==> config.mk <==
export PLATFORM = sky130hd
export DESIGN_NAME = wcep_front
export DESIGN_NICKNAME = d
export VERILOG_FILES = /design/src/rtl/wcep_pkg.sv /design/src/rtl/wcep_front.sv
export SDC_FILE = /design/constraint.sdc
export NUM_CORES = 1
export LEC_CHECK = 0
export ABC_AREA = 1
export BUFFER_PORTS_ARGS = -buffer_cell sky130_fd_sc_hd__buf_2
export CORE_MARGIN = 10
export CORE_UTILIZATION = 57
export DETAILED_ROUTE_END_ITERATION = 10
export MAX_ROUTING_LAYER = met4
export PLACE_DENSITY = 0.79
export SYNTH_ARGS = -nofsm -noshare
export SYNTH_HDL_FRONTEND = slang
export SYNTH_SLANG_ARGS = --single-unit
==> constraint.sdc <==
create_clock -name i_clk -period 4.35 [get_ports i_clk]
set_input_delay 0.2175 -clock i_clk [delete_from_list [all_inputs] [get_ports i_clk]]
set_output_delay 0.2175 -clock i_clk [all_outputs]
set_load 0.1 [all_outputs]
==> src/rtl/wcep_pkg.sv <==
`timescale 1ns / 1ps
// Shared types, constants and tables for the wireframe cube edge projector.
// No dependencies; wcep_front, wcep_back and the top level import this package.
package wcep_pkg;

    localparam int ANGLE_BITS        = 16;
    localparam int COORD_FRAC_BITS   = 14;
    localparam int SCREEN_COORD_BITS = 12;

    localparam int WFRAC        = COORD_FRAC_BITS + 1;
    localparam int CORDIC_STEPS = 20;
    localparam int STEP_W       = $clog2(CORDIC_STEPS + 1);
    localparam int CW           = 34;
    localparam logic signed [CW-1:0] CORDIC_GAIN = 34'sd652032874;
    localparam logic [31:0] ANG_MASK = 32'((64'd1 << ANGLE_BITS) - 64'd1);

    localparam int TRIG_W  = COORD_FRAC_BITS + 2;
    localparam int XY_W    = TRIG_W + 1;
    localparam int P_W     = TRIG_W + XY_W;
    localparam int DIST_W  = (WFRAC >= 12) ? 16 + WFRAC - 12 : 16;
    localparam int DEN_W   = DIST_W + 1;
    localparam int K_W     = DIST_W + 8;
    localparam int PROD_W  = XY_W + K_W + 1;
    localparam int NUM_W   = PROD_W - WFRAC;
    localparam int COORD_W = NUM_W + 2;
    localparam int DEP_W   = 48;
    localparam int FLOOR_D = ((1 << WFRAC) + 5) / 10;

    localparam int VERTS      = 8;
    localparam int VERT_IDX_W = 3;
    localparam int EDGES      = 12;
    localparam int EDGE_IDX_W = 4;
    localparam int VTX_W      = 2 * SCREEN_COORD_BITS + XY_W;

    localparam int CFG_IDX_W  = 3;
    localparam int CFG_DATA_W = 16;
    localparam logic [CFG_IDX_W-1:0] CFG_CENTER_X     = 3'd0;
    localparam logic [CFG_IDX_W-1:0] CFG_CENTER_Y     = 3'd1;
    localparam logic [CFG_IDX_W-1:0] CFG_PIXEL_SCALE  = 3'd2;
    localparam logic [CFG_IDX_W-1:0] CFG_CAMERA_DIST  = 3'd3;
    localparam logic [CFG_IDX_W-1:0] CFG_DEPTH_THRESH = 3'd4;

    localparam logic [1:0] DEPTH_FRONT = 2'd0;
    localparam logic [1:0] DEPTH_SIDE  = 2'd1;
    localparam logic [1:0] DEPTH_BACK  = 2'd2;

    typedef struct packed {
        logic [15:0] yaw_angle;
        logic [15:0] pitch_angle;
    } t_in;

    typedef struct packed {
        logic signed [SCREEN_COORD_BITS-1:0] start_x;
        logic signed [SCREEN_COORD_BITS-1:0] start_y;
        logic signed [SCREEN_COORD_BITS-1:0] end_x;
        logic signed [SCREEN_COORD_BITS-1:0] end_y;
        logic [1:0]                          depth_class;
        logic                                last_edge;
    } t_out;

    typedef struct packed {
        logic signed [TRIG_W-1:0] cy;
        logic signed [TRIG_W-1:0] sy;
        logic signed [TRIG_W-1:0] cp;
        logic signed [TRIG_W-1:0] sp;
    } t_trig;

    typedef struct packed {
        logic [9:0]  center_x;
        logic [9:0]  center_y;
        logic [7:0]  pixel_scale;
        logic [15:0] camera_distance;
        logic [13:0] depth_threshold;
    } t_cfg;

    // Arctangent of 2^-i in units of 2^-32 turns.
    function automatic logic signed [CW-1:0] atan_turn(input logic [STEP_W-1:0] i);
        logic signed [CW-1:0] r;
        case (i)
            5'd0:  r = 34'sd536870912;
            5'd1:  r = 34'sd316933406;
            5'd2:  r = 34'sd167458907;
            5'd3:  r = 34'sd85004756;
            5'd4:  r = 34'sd42667331;
            5'd5:  r = 34'sd21354465;
            5'd6:  r = 34'sd10679838;
            5'd7:  r = 34'sd5340245;
            5'd8:  r = 34'sd2670163;
            5'd9:  r = 34'sd1335087;
            5'd10: r = 34'sd667544;
            5'd11: r = 34'sd333772;
            5'd12: r = 34'sd166886;
            5'd13: r = 34'sd83443;
            5'd14: r = 34'sd41722;
            5'd15: r = 34'sd20861;
            5'd16: r = 34'sd10430;
            5'd17: r = 34'sd5215;
            5'd18: r = 34'sd2608;
            5'd19: r = 34'sd1304;
            default: r = '0;
        endcase
        return r;
    endfunction

    // Sign bits of a vertex: bit0 x, bit1 y, bit2 z (set means +0.5).
    function automatic logic [2:0] vert_sign(input logic [VERT_IDX_W-1:0] v);
        logic [2:0] r;
        unique case (v)
            3'd0: r = 3'b000;
            3'd1: r = 3'b001;
            3'd2: r = 3'b011;
            3'd3: r = 3'b010;
            3'd4: r = 3'b100;
            3'd5: r = 3'b101;
            3'd6: r = 3'b111;
            3'd7: r = 3'b110;
        endcase
        return r;
    endfunction

    function automatic logic [VERT_IDX_W-1:0] edge_a(input logic [EDGE_IDX_W-1:0] e);
        logic [VERT_IDX_W-1:0] r;
        case (e)
            4'd0, 4'd3, 4'd8:  r = 3'd0;
            4'd1, 4'd9:        r = 3'd1;
            4'd2, 4'd10:       r = 3'd2;
            4'd11:             r = 3'd3;
            4'd4:              r = 3'd4;
            4'd5:              r = 3'd5;
            4'd6:              r = 3'd6;
            4'd7:              r = 3'd7;
            default:           r = 3'd0;
        endcase
        if (e == 4'd3) begin
            r = 3'd3;
        end
        return r;
    endfunction

    function automatic logic [VERT_IDX_W-1:0] edge_b(input logic [EDGE_IDX_W-1:0] e);
        logic [VERT_IDX_W-1:0] r;
        case (e)
            4'd0:  r = 3'd1;
            4'd1:  r = 3'd2;
            4'd2:  r = 3'd3;
            4'd3:  r = 3'd0;
            4'd4:  r = 3'd5;
            4'd5:  r = 3'd6;
            4'd6:  r = 3'd7;
            4'd7:  r = 3'd4;
            4'd8:  r = 3'd4;
            4'd9:  r = 3'd5;
            4'd10: r = 3'd6;
            4'd11: r = 3'd7;
            default: r = 3'd0;
        endcase
        return r;
    endfunction

    function automatic logic signed [SCREEN_COORD_BITS-1:0] sat_screen(
        input logic signed [COORD_W-1:0] v
    );
        logic signed [COORD_W-1:0] hi;
        logic signed [COORD_W-1:0] lo;
        hi = COORD_W'((64'sd1 <<< (SCREEN_COORD_BITS - 1)) - 64'sd1);
        lo = -hi - COORD_W'(1);
        if (v > hi) begin
            return hi[SCREEN_COORD_BITS-1:0];
        end else if (v < lo) begin
            return lo[SCREEN_COORD_BITS-1:0];
        end
        return v[SCREEN_COORD_BITS-1:0];
    endfunction

endpackage

==> src/rtl/wcep_front.sv <==
`timescale 1ns / 1ps
// Front end: accepts a frame, runs the iterative CORDIC for yaw and pitch
// and queues the sine/cosine sets for the back end. Depends on wcep_pkg.
module wcep_front import wcep_pkg::*; (
    input  logic  i_clk,
    input  logic  i_rst_n,
    input  logic  i_start,
    input  t_in   i_item,
    output logic  o_busy,
    output logic  o_q_valid,
    output t_trig o_q_trig,
    input  logic  i_q_pop
);
    localparam logic [1:0] ST_IDLE  = 2'd0;
    localparam logic [1:0] ST_YAW   = 2'd1;
    localparam logic [1:0] ST_PITCH = 2'd2;
    localparam logic [1:0] ST_PUSH  = 2'd3;
    localparam int SHR = 30 - COORD_FRAC_BITS;

    logic [1:0]           r_state;
    logic [STEP_W-1:0]    r_step;
    logic signed [CW-1:0] r_x, r_y, r_z;
    logic                 r_flip;
    logic [15:0]          r_pitch;
    logic signed [TRIG_W-1:0] r_cy, r_sy, r_cp, r_sp;

    t_trig r_q [2];
    logic  r_wp, r_rp;
    logic [1:0] r_cnt;
    logic  push;

    logic [15:0]          sel_ang;
    logic [31:0]          a_full, a_off, a_adj;
    logic                 init_flip;
    logic signed [CW-1:0] init_z;
    logic signed [CW-1:0] dx, dy, fx, fy, rx, ry;
    logic                 step_done;

    assign sel_ang   = (r_state == ST_IDLE) ? i_item.yaw_angle : r_pitch;
    assign a_full    = (32'(sel_ang) & ANG_MASK) << (32 - ANGLE_BITS);
    assign a_off     = a_full - 32'h4000_0000;
    assign init_flip = ~a_off[31];
    assign a_adj     = init_flip ? (a_full ^ 32'h8000_0000) : a_full;
    assign init_z    = CW'(signed'(a_adj));

    assign dx = r_y >>> r_step;
    assign dy = r_x >>> r_step;
    assign step_done = (r_step == STEP_W'(CORDIC_STEPS));

    // Undo the half-turn fold, then round half up to the coordinate format.
    assign fx = r_flip ? -r_x : r_x;
    assign fy = r_flip ? -r_y : r_y;
    assign rx = (fx + (CW'(1) <<< (SHR - 1))) >>> SHR;
    assign ry = (fy + (CW'(1) <<< (SHR - 1))) >>> SHR;

    assign push = (r_state == ST_PUSH) && (r_cnt != 2'd2);

    always_ff @(posedge i_clk) begin
        if (!i_rst_n) begin
            r_state <= ST_IDLE;
            r_step  <= '0;
        end else begin
            unique case (r_state)
                ST_IDLE: begin
                    if (i_start) begin
                        r_state <= ST_YAW;
                        r_step  <= '0;
                    end
                end
                ST_YAW: begin
                    if (step_done) begin
                        r_state <= ST_PITCH;
                        r_step  <= '0;
                    end else begin
                        r_step <= r_step + STEP_W'(1);
                    end
                end
                ST_PITCH: begin
                    if (step_done) begin
                        r_state <= ST_PUSH;
                    end else begin
                        r_step <= r_step + STEP_W'(1);
                    end
                end
                ST_PUSH: begin
                    if (push) begin
                        r_state <= ST_IDLE;
                    end
                end
            endcase
        end
    end

    always_ff @(posedge i_clk) begin
        if ((r_state == ST_IDLE && i_start) || (r_state == ST_YAW && step_done)) begin
            r_x    <= CORDIC_GAIN;
            r_y    <= '0;
            r_z    <= init_z;
            r_flip <= init_flip;
        end else if (!step_done) begin
            if (!r_z[CW-1]) begin
                r_x <= r_x - dx;
                r_y <= r_y + dy;
                r_z <= r_z - atan_turn(r_step);
            end else begin
                r_x <= r_x + dx;
                r_y <= r_y - dy;
                r_z <= r_z + atan_turn(r_step);
            end
        end
        if (r_state == ST_IDLE && i_start) begin
            r_pitch <= i_item.pitch_angle;
        end
        if (r_state == ST_YAW && step_done) begin
            r_cy <= rx[TRIG_W-1:0];
            r_sy <= ry[TRIG_W-1:0];
        end
        if (r_state == ST_PITCH && step_done) begin
            r_cp <= rx[TRIG_W-1:0];
            r_sp <= ry[TRIG_W-1:0];
        end
        if (push) begin
            r_q[r_wp] <= '{cy: r_cy, sy: r_sy, cp: r_cp, sp: r_sp};
        end
    end

    // Two-entry queue towards the back end.
    always_ff @(posedge i_clk) begin
        if (!i_rst_n) begin
            r_wp  <= 1'b0;
            r_rp  <= 1'b0;
            r_cnt <= '0;
        end else begin
            if (push) begin
                r_wp <= ~r_wp;
            end
            if (i_q_pop) begin
                r_rp <= ~r_rp;
            end
            r_cnt <= r_cnt + 2'(push) - 2'(i_q_pop);
        end
    end

    assign o_busy    = (r_state != ST_IDLE);
    assign o_q_valid = (r_cnt != 2'd0);
    assign o_q_trig  = r_q[r_rp];
endmodule

Word-level counts from Yosys, hierarchy flattened
Memories as Yosys holds them, arrays and structs flattened. A register that Yosys moved wholly into a read port is not among the register bits.
Cells that the tools add are included.

storage, ports and cells
  memory bits (read-only) = 1,920
  bits of input ports = 36
  flip-flop bits (word level) = 194
  memories kept = 3
  output and inout port bits = 66
  word-level logic and storage cells = 91
  bits in writable memories = 128

operators by class
  multiplexer cells = 32
  bitwise operators = 4
  eq/ne operators = 11
  shifts and indexed selects = 2
  add/sub/neg operators = 14
  reduce and logical (&&, ||, !) cells = 11

memories
  name              depth  bits a word  read ports  clocked after memory_dff  write ports  line              RTL
  (name not given)  32     30           1           1                         0            wcep_pkg.sv:79    case (i)
  (name not given)  32     30           1           1                         0            wcep_pkg.sv:79
  r_q               2      64           1           1                         1            wcep_front.sv:27  t_trig r_q [2];

operator list
  operator                                                               number
  34-bit two-way mux                                                     11
  34-bit adder                                                           3
  34-bit subtractor                                                      3
  32-bit two-way mux                                                     3
  34-bit by 5-bit >>> shifter with 34-bit output                         2
  32-bit by 17-bit adder with 32-bit output, second input constant       2
  32-bit negation                                                        2
  5-bit two-way mux                                                      7
  32-bit by 31-bit subtractor with 32-bit output, second input constant  1
  16-bit two-way mux                                                     1
  5-bit one-hot mux with 3 select lines                                  1
  2-bit inequality test, second input constant                           6
  2-bit two-way mux                                                      4
  2-bit one-hot mux with 4 select lines                                  1
  5-bit by 1-bit adder with 5-bit output, second input constant          1
  5-bit equality test, second input constant                             1
  2-bit equality test, second input constant                             2
  1-bit logical AND                                                      4
  1-bit two-way mux                                                      4
  1-bit NOT                                                              4
  4-bit AND reduction                                                    1
  2-bit nonzero test                                                     2
  3-bit AND reduction                                                    1
  3-bit nonzero test                                                     1
  6 further kinds                                                        6

Logic depth before layout (Yosys ltp)
Gate-level depths: netlist (run 1).

  word-level depth = 8
  mapped depth = 39
  depth with buffers taken out = 36

Worst setup path before layout (run 1)
Ideal clock, no wire load.

  path type = register to register
  from = register r_step[0]
  to = register (tool-made name)
  required time = 4.268 ns
  arrival time = 4.231 ns
  cell stages (with the launch flop) = 20
  period minus slack after synthesis = 4.313 ns
  path buffers = 3
  setup time = 0.082 ns
  setup slack = 0.037 ns
  cells stage by stage = dfxtp_1 buf_6 inv_2 buf_6 buf_6 ha_1 nand4_2 nor2_1 nor3_2 inv_1 a22oi_1 nor2_1 inv_1 ha_1 inv_1 nor2_1 inv_1 a21oi_1 inv_1 o221ai_1

RTL lines
  what                      line              RTL
  start: declaration        wcep_front.sv:21  logic [STEP_W-1:0] r_step;
  start signal: assignment  wcep_front.sv:75  r_step <= r_step + STEP_W'(1);
  start signal: assignment  wcep_front.sv:82  r_step <= r_step + STEP_W'(1);

Worst setup path in the final report (run 1)
  from = register r_step[0]
  to = register r_x[33]

on the way
  cells in the longest elaborated chain, start to end = 3
  elaborated cells on any way between the ends = 7
  those cells by class = add/sub: 2; eq/ne: 1; shift: 1; mux: 1; reduce/logical: 2

RTL lines
  what                                                                                   line                                 RTL
  34-bit by 5-bit >>> shifter with 34-bit output or 5-bit equality test (tied branches)  wcep_front.sv:46, wcep_front.sv:48
  34-bit subtractor (tied with other cells)                                              wcep_front.sv:102                    r_x <= r_x - dx;
  34-bit two-way mux or 1-bit logical OR (tied branches)                                 wcep_front.sv:101, wcep_front.sv:95
  end signal: assignment                                                                 wcep_front.sv:102
  end signal: assignment                                                                 wcep_front.sv:106                    r_x <= r_x + dx;
  end: declaration                                                                       wcep_front.sv:22                     logic signed [CW-1:0] r_x, r_y, r_z;

Several ways; a longest one is shown, not always the timed one.
A chain may end at the register's enable or synchronous reset.

==> results of run 1 <==
-- per-stage QoR --
step           hold slack, ns  cells  cell area (µm²)
2_1_floorplan           0.311   3374            25500
3_3_place_gp            0.394   4285            28900
3_5_place_dp            0.396   4285            28900
4_1_cts               0.00783   4381            30600
5_1_grt                0.0470   4394            31900
6_report               0.0270   4395            31900
-- sequential cells by signal, summed over array words and instances (netlist names), named ones only --
register and cells:
r_pitch 16, r_rp 1, r_state 2, r_wp 1
r_sp 16, r_y 34, r_q 128, r_flip 1
r_z 34, r_x 34, r_cp 16, r_sy 16
r_step 5, r_cy 16, r_cnt 2
-- worst reg2reg max path: cells and delay by family (launching register included) --
family	cells	cell delay, ns
xor+xnor	1	0.30
buf+inv	6	0.78
simple gates	19	2.02
fa+ha+maj	1	0.31
flops	1	0.47
compound gates	4	0.43
-- final timing paths --
path,from,endpoint,slack [ns],cells past startpoint
max,r_step[0]$_SDFFE_PN0P_,r_x[33]$_SDFFE_PN0N_,-0.03,31
min,i_item[17],r_z[17]$_DFFE_PP_,0.03,5
max reg2reg,r_step[0]$_SDFFE_PN0P_,r_x[33]$_SDFFE_PN0N_,-0.03,31
min reg2reg,r_sp[1]$_DFFE_PP_,r_q[1][1]$_DFFE_PP_,0.44,0
-- logic make-up after synthesis --
logic type / count (synthesis)
buffers and inverters: 447
xor gates and xnor gates: 194
DFF: 353
muxes: 67
AOI/OAI and AO/OA: 520
adders and majority gates: 122
and+or+nand+nor: 1671
-- cell usage in the layout, fill, tap and decap left out, types with 7 or more instances in the layout --
cell type	n
nor2_1	287
nor2_4	10
inv_1	299
xnor2_1	57
dfxtp_1	104
o21ai_2	18
nand4_1	21
edfxtp_1	243
inv_2	20
clkbuf_16	44
nor3_1	25
nand3_1	417
nand3_2	63
ha_4	17
buf_12	18
nor4_1	8
a21o_1	13
o21ai_0	140
buf_4	335
a21boi_2	8
a31oi_1	26
buf_2	101
dlygate4sd3_1	18
o22ai_1	7
o211ai_1	11
mux2_2	64
nor2_2	19
nand2_2	59
nand2_1	725
ha_1	102
a21oi_1	172
o21ai_1	30
clkbuf_1	8
a21oi_2	31
o21a_1	18
xor2_1	128
-- layout make-up --
cell class	instances	area, µm²	share of cell area
well taps	592	741	0.0232
diodes	1	2.50	0.0000783
clock buffers	50	1050	0.0328
multi-input cells	2574	15400	0.482
flip-flops and latches	353	9510	0.298
repair buffers	481	3770	0.118
inverters	322	1220	0.0383
clock inverters	22	235	0.00736
-- timing repair --
item                                   CTS  global route
hold buffers                            18             0
setup buffers                            4             8
pin swaps                               12            73
gates resized for setup                 35           272
endpoints found under the hold margin   21             0
cloned                                   2             5
setup endpoints to repair               13            46
-- layer usage --
layer / wire length [µm] / track usage / up-vias
li1: - / - / 12300
met1: 32700 / 0.350 / 11700
met2: 39400 / 0.500 / 1044
met3: 5140 / 0.0363 / 245
met4: 3690 / 0.112 / 0
met5: 0 / - / -
==> results.toml, run 1 <==
[route]
detail-route-antenna-nets = 0
wirelength_um = 80900
post-route-drc-count = 0
drt_first_iter_violations = 2361
route.detailed.vias_per_inst = 5.75
routed-via-count = 25300
drt_pre_antenna_iters = 6
wl_per_cell_um = 18.4

[timing]
timing.final.ws_setup_ns = -0.0291
setup-violations-final = 2
timing.final.max_slew_violations = 0
relSlewSlack = 0.272
tightest_slew_ns = 1.09
period_minus_slack_ns = 4.38
fin_skew_ns = 0.0263
clock.fmax_ghz = 0.228
rsz0062_at_grt = "yes"
final.setup.tns_ns = -0.0376
timing.final.crit_share = 1.01
hold_viol_final = 0

[cells_and_area]
filler_cell_count = 3425
layout-area-overhead-vs-synth_pct = 25.5
final_layout_size_suffix_gt1_frac = 0.235
postLayoutCoreUtil = 0.722
final_net_count = 3929

[critical_path]
setup.worst_path.start_class = "flop"
worst-path-max-fanout = 14
critPathKind = "flop to flop"
slowest_stage = "dfxtp_4"
required_ns = 4.86
critical_path_arrival_ns = 4.89
path_buf_inv = 6
crit_path_max_incr_delay_ns = 0.47
cp-end-kind = "flop"
crit_family = "simple AND/OR/NAND/NOR gates"

[cts]
cts_inserted_buffers = 39
worstSkewPairLatency_ns = 0.59
cts_tree = "built"
root_driver = "clkbuf_16"
clkSinkCount = 353
ctsHtreeMaxLevel = 2
clk_pin_slew_ns = 0.06
cts-root-to-sink-buffers = 3

[floorplan]
rows = 77
die_width_um = 231
core_region_area_mm2 = 0.0442
die_y_um = 231
initial_core_util = 0.576
floorplan.die_area_mm2 = 0.0535
design.portCount = 102

[grt]
grt.total_usage = 0.294
grt_antenna_before_repair = 0
number_of_global_route_vias_before_repair = 23700
first_pass_grt_wire_length_um = 124000
grt_max_degree = 73
grt_overflow = 0

[yosys]
ys_seq_area_frac = 0.373
yosys.cell_count.top_type = "nand2_1"
syn-cell-area_mm2 = 0.0255
simple_gate_area_share_of_the_yosys_netlist = 0.283
synth_top_family_by_area = "simple AND/OR/NAND/NOR gates"
post-synth-top-area-fraction = 0.287
syn_avg_cell_area_um2 = 7.55
synthArstFlopShare = 0
syn_inst = 3374
synth_compound_gate_area_share = 0.115
synth_fp_nets = 3532
area_contributors_post_synth = "edfxtp_1, nand2_1, nand3_1"
synthDistinctLibCells = 59
post_synth_fa_ha_maj_area_fraction = 0.0608
synth.area.mux_share = 0.0295
yosys_warnings = 0
synth-edff-count = 243
post_synth_xor_area_fraction = 0.0670
synth_top_cells_by_count = "nand2_1, nand3_1, inv_1"
synth_largest_area_cell = "edfxtp_1"
total_of_flip_flops_plus_latches_after_synthesis = 353
synth_flop_cell = "edfxtp_1"

[place]
pre_cts_ws_ns = -0.207
port_buffers = 101
gp_congestion = 1.02
dp_hpwl_um = 58200

[status]
outcome = "finished with violations"
failed_checks = "negative setup slack"

[worst_hold_path]
worst_hold_path_type = "primary input to flop"

[run]
max_capacitance_violation_count = 0
Power of run 1 is left out: the tool's default activity adds up to more than one toggle a clock period on the data nets, which glitch-free logic cannot reach.
==> run 2, diff against run 1 <==
Settings changed: PLACE_DENSITY 0.79 to default, PLACE_DENSITY_LB_ADDON from default to 0.12.
==> results.toml, run 2 (synthesis results as in run 1) <==
[critical_path]
reg2reg_slack_ns = -0.11
worst-path-max-fanout = 11
setup.worst_path.start_class = "flop"
required_ns = 4.82
crit_path_max_incr_delay_ns = 0.37
path_common_cell = "nand3_1"
critical_path_arrival_ns = 4.94
slowest_stage = "dfxtp_4"
cp-end-kind = "flop"
critPathKind = "flop to flop"

[route]
wirelength_um = 90200
post-route-drc-count = 0
route.detailed.vias_per_inst = 5.85
detail-route-antenna-nets = 0
drt_pre_antenna_iters = 6
routed-via-count = 26900
wl_per_cell_um = 19.6
drt_first_iter_violations = 2894

[cells_and_area]
final_net_count = 4142
final_layout_size_suffix_gt1_frac = 0.282
antenna-diode-count = 0
max_flop_register = "r_q"
final_common_cell = "nand2_1"
commonest_cells_after_routing_fill_and_taps_aside = "nand2_1, buf_4, nand3_1"
layout-area-overhead-vs-synth_pct = 31.7
number_of_flip_flops_under_the_largest_register_name = 128
multi_input_area_mm2 = 0.0155
final_design_instance_area_without_fill_mm2 = 0.0335
filler_cell_count = 3185
seqCellArea_mm2 = 0.00951

[floorplan]
design.portCount = 102
initial_core_util = 0.576
core_region_area_mm2 = 0.0442
die_width_um = 231
die_y_um = 231
rows = 77
floorplan.die_area_mm2 = 0.0535

[cts]
cts_inserted_buffers = 37
cts_tree = "built"
cts-root-to-sink-buffers = 3
clk_pin_slew_ns = 0.06
ctsHtreeMaxLevel = 2
root_driver = "clkbuf_16"
worstSkewPairLatency_ns = 0.60
clkSinkCount = 353

[worst_hold_path]
worst_hold_path_type = "primary input to flop"

[grt]
first_pass_grt_wire_length_um = 135000
number_of_global_route_vias_before_repair = 25500
grt.total_usage = 0.323
grt_max_degree = 81
grt_antenna_before_repair = 0
grt_overflow = 0

[status]
outcome = "finished with violations"
failed_checks = "negative setup slack"

[timing]
timing.final.max_slew_violations = 0
rsz0062_at_grt = "yes"
tightest_slew_ns = 1.12
timing.final.crit_share = 1.03
timing.final.ws_setup_ns = -0.113
fin_skew_ns = 0.0240
relSlewSlack = 0.252
hold_viol_final = 0
clock.fmax_ghz = 0.224
setup-violations-final = 5
period_minus_slack_ns = 4.46

[place]
port_buffers = 101
gp_congestion = 1.03
post_dp_cell_area_mm2 = 0.0304
dp_hpwl_um = 65900

[run]
max_capacitance_violation_count = 0
==> run 2: cell types whose count changed in the layout (fill, tap and decap cells not counted), sizes merged <==
cell    delta
buf      +214
bufbuf     -1
bufinv     -2
clkinv     +4
diode      -1
inv        -5
==> run 2: layout make-up <==
cell class / instances / area share
sequential: 353 / 0.284
timing repair buffer: 696 / 0.159
clock buffer: 48 / 0.0304
inverter: 322 / 0.0363
multi-input combinational: 2574 / 0.463
clock inverter: 19 / 0.00564
tap: 592 / 0.0221
==> run 2: path summary, 6_finish.rpt <==
| kind | to | from | cells after the start |
|---|---|---|---|
| worst max-delay path | r_x[30]$_SDFFE_PN0N_ | r_step[0]$_SDFFE_PN0P_ | 30 |
| worst min-delay path | r_z[21]$_DFFE_PP_ | i_item[21] | 5 |
| worst max register to register | r_x[30]$_SDFFE_PN0N_ | r_step[0]$_SDFFE_PN0P_ | 30 |
| worst min register to register | r_q[0][14]$_DFFE_PP_ | r_sp[14]$_DFFE_PP_ | 0 |
==> run 2: repair_timing <==
action	in CTS	in global routing
hold endpoints to repair	21	0
hold buffers	18	0
endpoints found under the setup margin	31	47
setup buffers	2	16
pin swaps	11	81
gates cloned	0	8
gates resized for setup	64	271
==> run 2: critical path: cells and delay by family (launching register included) <==
kind            cells  cell delay (ns)
buf+inv            10             1.18
fa+ha+maj           1             0.29
xor+xnor            1             0.17
simple gates       17             2.15
compound gates      1             0.18
flops               1             0.37
==> run 2: per-stage QoR <==
stage / setup TNS (ns) / util / setup WS, ns / hold WS (ns) / instances
detailed placement: -4.28 / 0.688 / -0.358 / 0.396 / 4493
finish: -0.401 / 0.758 / -0.113 / 0.0251 / 4604
floorplan: 0 / - / 0.0366 / 0.311 / 3374
CTS: -0.174 / 0.726 / -0.0624 / 0.0172 / 4580
global placement: -2.38 / 0.688 / -0.276 / 0.394 / 4493
global route: -5.05 / 0.758 / -0.330 / 0.0362 / 4604
==> run 2: routing by layer <==
layer | track usage | vias to the layer above | wire length, µm | share of wire
met4 | 0.146 | 0 | 5160 | 0.057
met2 | 0.546 | 1420 | 43200 | 0.48
met5 | - | - | 0 | 0
li1 | - | 12700 | - | -
met1 | 0.376 | 12500 | 34700 | 0.38
met3 | 0.0472 | 308 | 7100 | 0.079
Power of run 2 is left out for the same reason.
